<file path="src/sv/plcg_fifo.sv">
// ----------------------------------------------------------------------------
// plcg_fifo: small register queue
// Power-of-two depth, read data shown at the head, occupancy count out.
// ----------------------------------------------------------------------------
module plcg_fifo #(
  parameter int WIDTH = 8,
  parameter int DEPTH = 8
) (
  input  logic                       clk,
  input  logic                       rst,
  input  logic                       push,
  input  logic [WIDTH-1:0]           wdata,
  input  logic                       pop,
  output logic [WIDTH-1:0]           rdata,
  output logic                       empty,
  output logic [$clog2(DEPTH+1)-1:0] count
);
  localparam int AW = $clog2(DEPTH);

  logic [WIDTH-1:0] mem [DEPTH];
  logic [AW-1:0]    wptr;
  logic [AW-1:0]    rptr;
  logic             do_pop;

  assign empty  = (count == '0);
  assign do_pop = pop && !empty;
  assign rdata  = mem[rptr];

  always_ff @(posedge clk) begin
    if (push) begin
      mem[wptr] <= wdata;
    end
    if (rst) begin
      wptr  <= '0;
      rptr  <= '0;
      count <= '0;
    end else begin
      if (push) wptr <= wptr + 1'b1;
      if (do_pop) rptr <= rptr + 1'b1;
      count <= count + ($clog2(DEPTH+1))'(push) - ($clog2(DEPTH+1))'(do_pop);
    end
  end
endmodule

</file>
<file path="config.mk">
export PLATFORM = sky130hd
export DESIGN_NAME = plcg_fifo
export DESIGN_NICKNAME = d
export VERILOG_FILES = /design/src/sv/plcg_fifo.sv
export SDC_FILE = /design/constraint.sdc
export NUM_CORES = 1
export LEC_CHECK = 0
export BUFFER_PORTS_ARGS = -buffer_cell sky130_fd_sc_hd__buf_2
export CORE_MARGIN = 2
export CORE_UTILIZATION = 55
export CTS_CLUSTER_DIAMETER = 60
export CTS_CLUSTER_SIZE = 16
export DETAILED_ROUTE_END_ITERATION = 16
export GPL_TIMING_DRIVEN = 0
export PLACE_DENSITY = 0.83
export SYNTH_ARGS = -nofsm -noshare
export SYNTH_HDL_FRONTEND = slang
export SYNTH_SLANG_ARGS = --single-unit
</file>
<file path="constraint.sdc">
create_clock -name clk -period 2.55 [get_ports clk]
set_input_delay 0.3825 -clock clk [delete_from_list [all_inputs] [get_ports clk]]
set_output_delay 0.3825 -clock clk [all_outputs]
set_load 0.1 [all_outputs]
</file>
==> impl_metrics.json <==
{
  "status": "complete, no violations",
  "synthAdderAreaFrac": 0.0306,
  "syn2layout_area_growth_pct": 15.8,
  "ir_drop_mv": 0.843,
  "power_frac_seq": 0.419,
  "hold_class": "input pin to flip-flop",
  "p_sw_mw": 1.22,
  "clockBufferDepth": 2,
  "regArea_um2": 2190,
  "clock-sinks": 77,
  "fin_tns_setup_ps": 0,
  "period_needed_ps": 2440,
  "sw_frac_of_total": 0.345,
  "drt_iter0_drc": 162,
  "fin_skew_ps": 7.69,
  "syn_inst": 166,
  "yosysWarningCount": 0,
  "p_per_area_nw_per_um2": 980,
  "crit_type": "flip-flop to output pin",
  "fin_util": 0.659,
  "cts_setup_buffers": 0,
  "arrival_ps": 2060,
  "drv_slew": 0,
  "post-route-period-util": 0.958,
  "power_mw": 3.53,
  "multi_input_area_um2": 906,
  "ys_ff_latch": 77,
  "cts_root_buffer": "clkbuf_8",
  "synth_top_family_by_area": "multiplexers",
  "postRouteAntennaNets": 0,
  "chipWidth_um": 79.2,
  "synthesis.nets": 185,
  "crit_required_ps": 2170,
  "drive_above_1_share": 0.316,
  "htree_num_levels": 3,
  "maxCapViolCount": 0,
  "power_frac_clock": 0.273,
  "yosysUniqueCellTypes": 27,
  "cts_buffers": 9,
  "slew-limit-headroom": 0.407,
  "antenna_found_initial": 0,
  "io_buffer_count": 24,
  "vias": 1535,
  "drt_wl_total_mm": 5.05,
  "routabilityCongestion": 0.707,
  "mostFrequentLayoutCell": "edfxtp_1",
  "dp_hpwl_mm": 3.33,
  "num_antenna_cells": 0,
  "startpoint_type": "flip-flop",
  "cts_tree": "done",
  "synth_xor_area_frac": 0.00844,
  "setup_viol": 0,
  "wl_per_cell_um": 18.2,
  "hold_viol": 0,
  "synthesis.area_um2": 3110,
  "num_rows": 27,
  "avgSynthCellArea_um2": 18.7,
  "layout_common_cells": "edfxtp_1, buf_2, mux4_1",
  "combPwrFrac": 0.309,
  "p_leak_nw": 1.25,
  "die_h_um": 79.2,
  "tightest_slew_ps": 886,
  "drc": 0,
  "synth-compound-area-share": 0.0173,
  "routed_via_density": 5.52,
  "grt_first_pass_wirelength_mm": 7.99,
  "ioPinCount": 25,
  "fin_nets": 220,
  "die_area_um2": 6280,
  "critPathMaxFanout": 10,
  "synth_mux_area_frac": 0.172,
  "core_area_um2": 5470,
  "fillCellCount": 390,
  "drt_first_pass_iters": 4,
  "grt_pass1_vias": 1541,
  "grt_overflow_total": 0,
  "clock_latency_ps": 340,
  "grt_max_degree": 13,
  "seq_area_frac_synth": 0.701,
  "track_usage": 0.183,
  "path_clk_slew_ps": 70,
  "start_util": 0.569,
  "fmax_mhz": 410,
  "whs_ps": 298,
  "end_kind": "output pin",
  "grt_setup_unrepaired": "no",
  "p_int_mw": 2.31,
  "synth-simple-area-share": 0.0487,
  "hold_buffers": 0
}
[layer usage]
metal / track usage / wire, um
met5: 0 / 0
met2: 0.291 / 2480
met3: 0.0523 / 351
met1: 0.235 / 2110
met4: 0.0879 / 106
[state kept, by name, summed over array words and instances (netlist names), named ones only]
name and count:
count 4, rptr 3, wptr 3, mem 64
[worst paths after layout]
check,cells past startpoint,to,startpoint,slack (ps)
setup / recovery,5,rdata[3],flip-flop,110
hold / removal,1,mem[5][3],wdata[3],300
setup reg to reg,8,count[1],count[2],520
hold reg to reg,2,rptr[1],rptr[1],510
[critical path, cell delays in order (launching register included)]
cell and delay (ps):
dfxtp_1 330, buf_6 160, buf_12 150, mux4_1 550, mux2_2 280, buf_4 230
[cell usage after synthesis (all sizes together)]
cell type / n / share of area
mux4: 16 / 0.13
mux2i: 3 / 0.0097
xor2: 1 / 0.0028
ha: 6 / 0.024
edfxtp: 64 / 0.62
nor2b: 2 / 0.0040
inv: 5 / 0.0060
xnor2: 2 / 0.0056
nor3b: 1 / 0.0024
dfxtp: 13 / 0.084
fa: 1 / 0.0064
nand3: 1 / 0.0016
nor3: 2 / 0.0032
or3: 3 / 0.0060
nor2: 12 / 0.014
buf: 4 / 0.013
a31o: 1 / 0.0028
o21ai: 3 / 0.0048
mux2: 8 / 0.029
clkbuf: 2 / 0.0024
nand2b: 6 / 0.012
nand2: 4 / 0.0048
a21oi: 6 / 0.0097
[area by class of cell]
class	count	area share
clock buffers	12	0.0375
repair buffers	25	0.0403
well taps	72	0.0250
flip-flops and latches	77	0.608
multi-input cells	78	0.251
inverters	5	0.00521
clock inverters	4	0.0201
plain buffers	5	0.0121
[power groups by stage]
stage / Clock (mW) / Sequential [mW] / Combinational, mW
final: 0.964 / 1.48 / 1.09
after global routing: 1.04 / 1.49 / 1.16
after global placement: 0 / 1.50 / 1.06
after detailed placement: 0 / 1.51 / 1.08
after CTS: 0.987 / 1.48 / 1.08
after floorplan: 0 / 1.66 / 0.765
[per-stage QoR]
stage / cell area, um^2 / instances / setup slack [ps]
after floorplan: 3160 / 166 / -234
after detailed placement: 3380 / 263 / 202
final: 3600 / 278 / 108
after global placement: 3370 / 262 / 281
after global routing: 3600 / 278 / 19.0
after CTS: 3580 / 278 / 11.2
[cell families after synthesis]
| group | count (synthesis) |
|---|---|
| AO/OA/AOI/OAI | 10 |
| XOR/XNOR | 3 |
| adder cells (fa/ha/maj) | 7 |
| buffers and inverters | 11 |
| flip-flops | 77 |
| multiplexers | 27 |
| AND/OR/NAND/NOR | 31 |
[timing repair]
action                     in CTS  in global routing
setup endpoints to repair       8                  8
pin swaps                       0                  0
gates resized for setup         0                 15
Note: power is estimated with default switching activity, not from simulation.
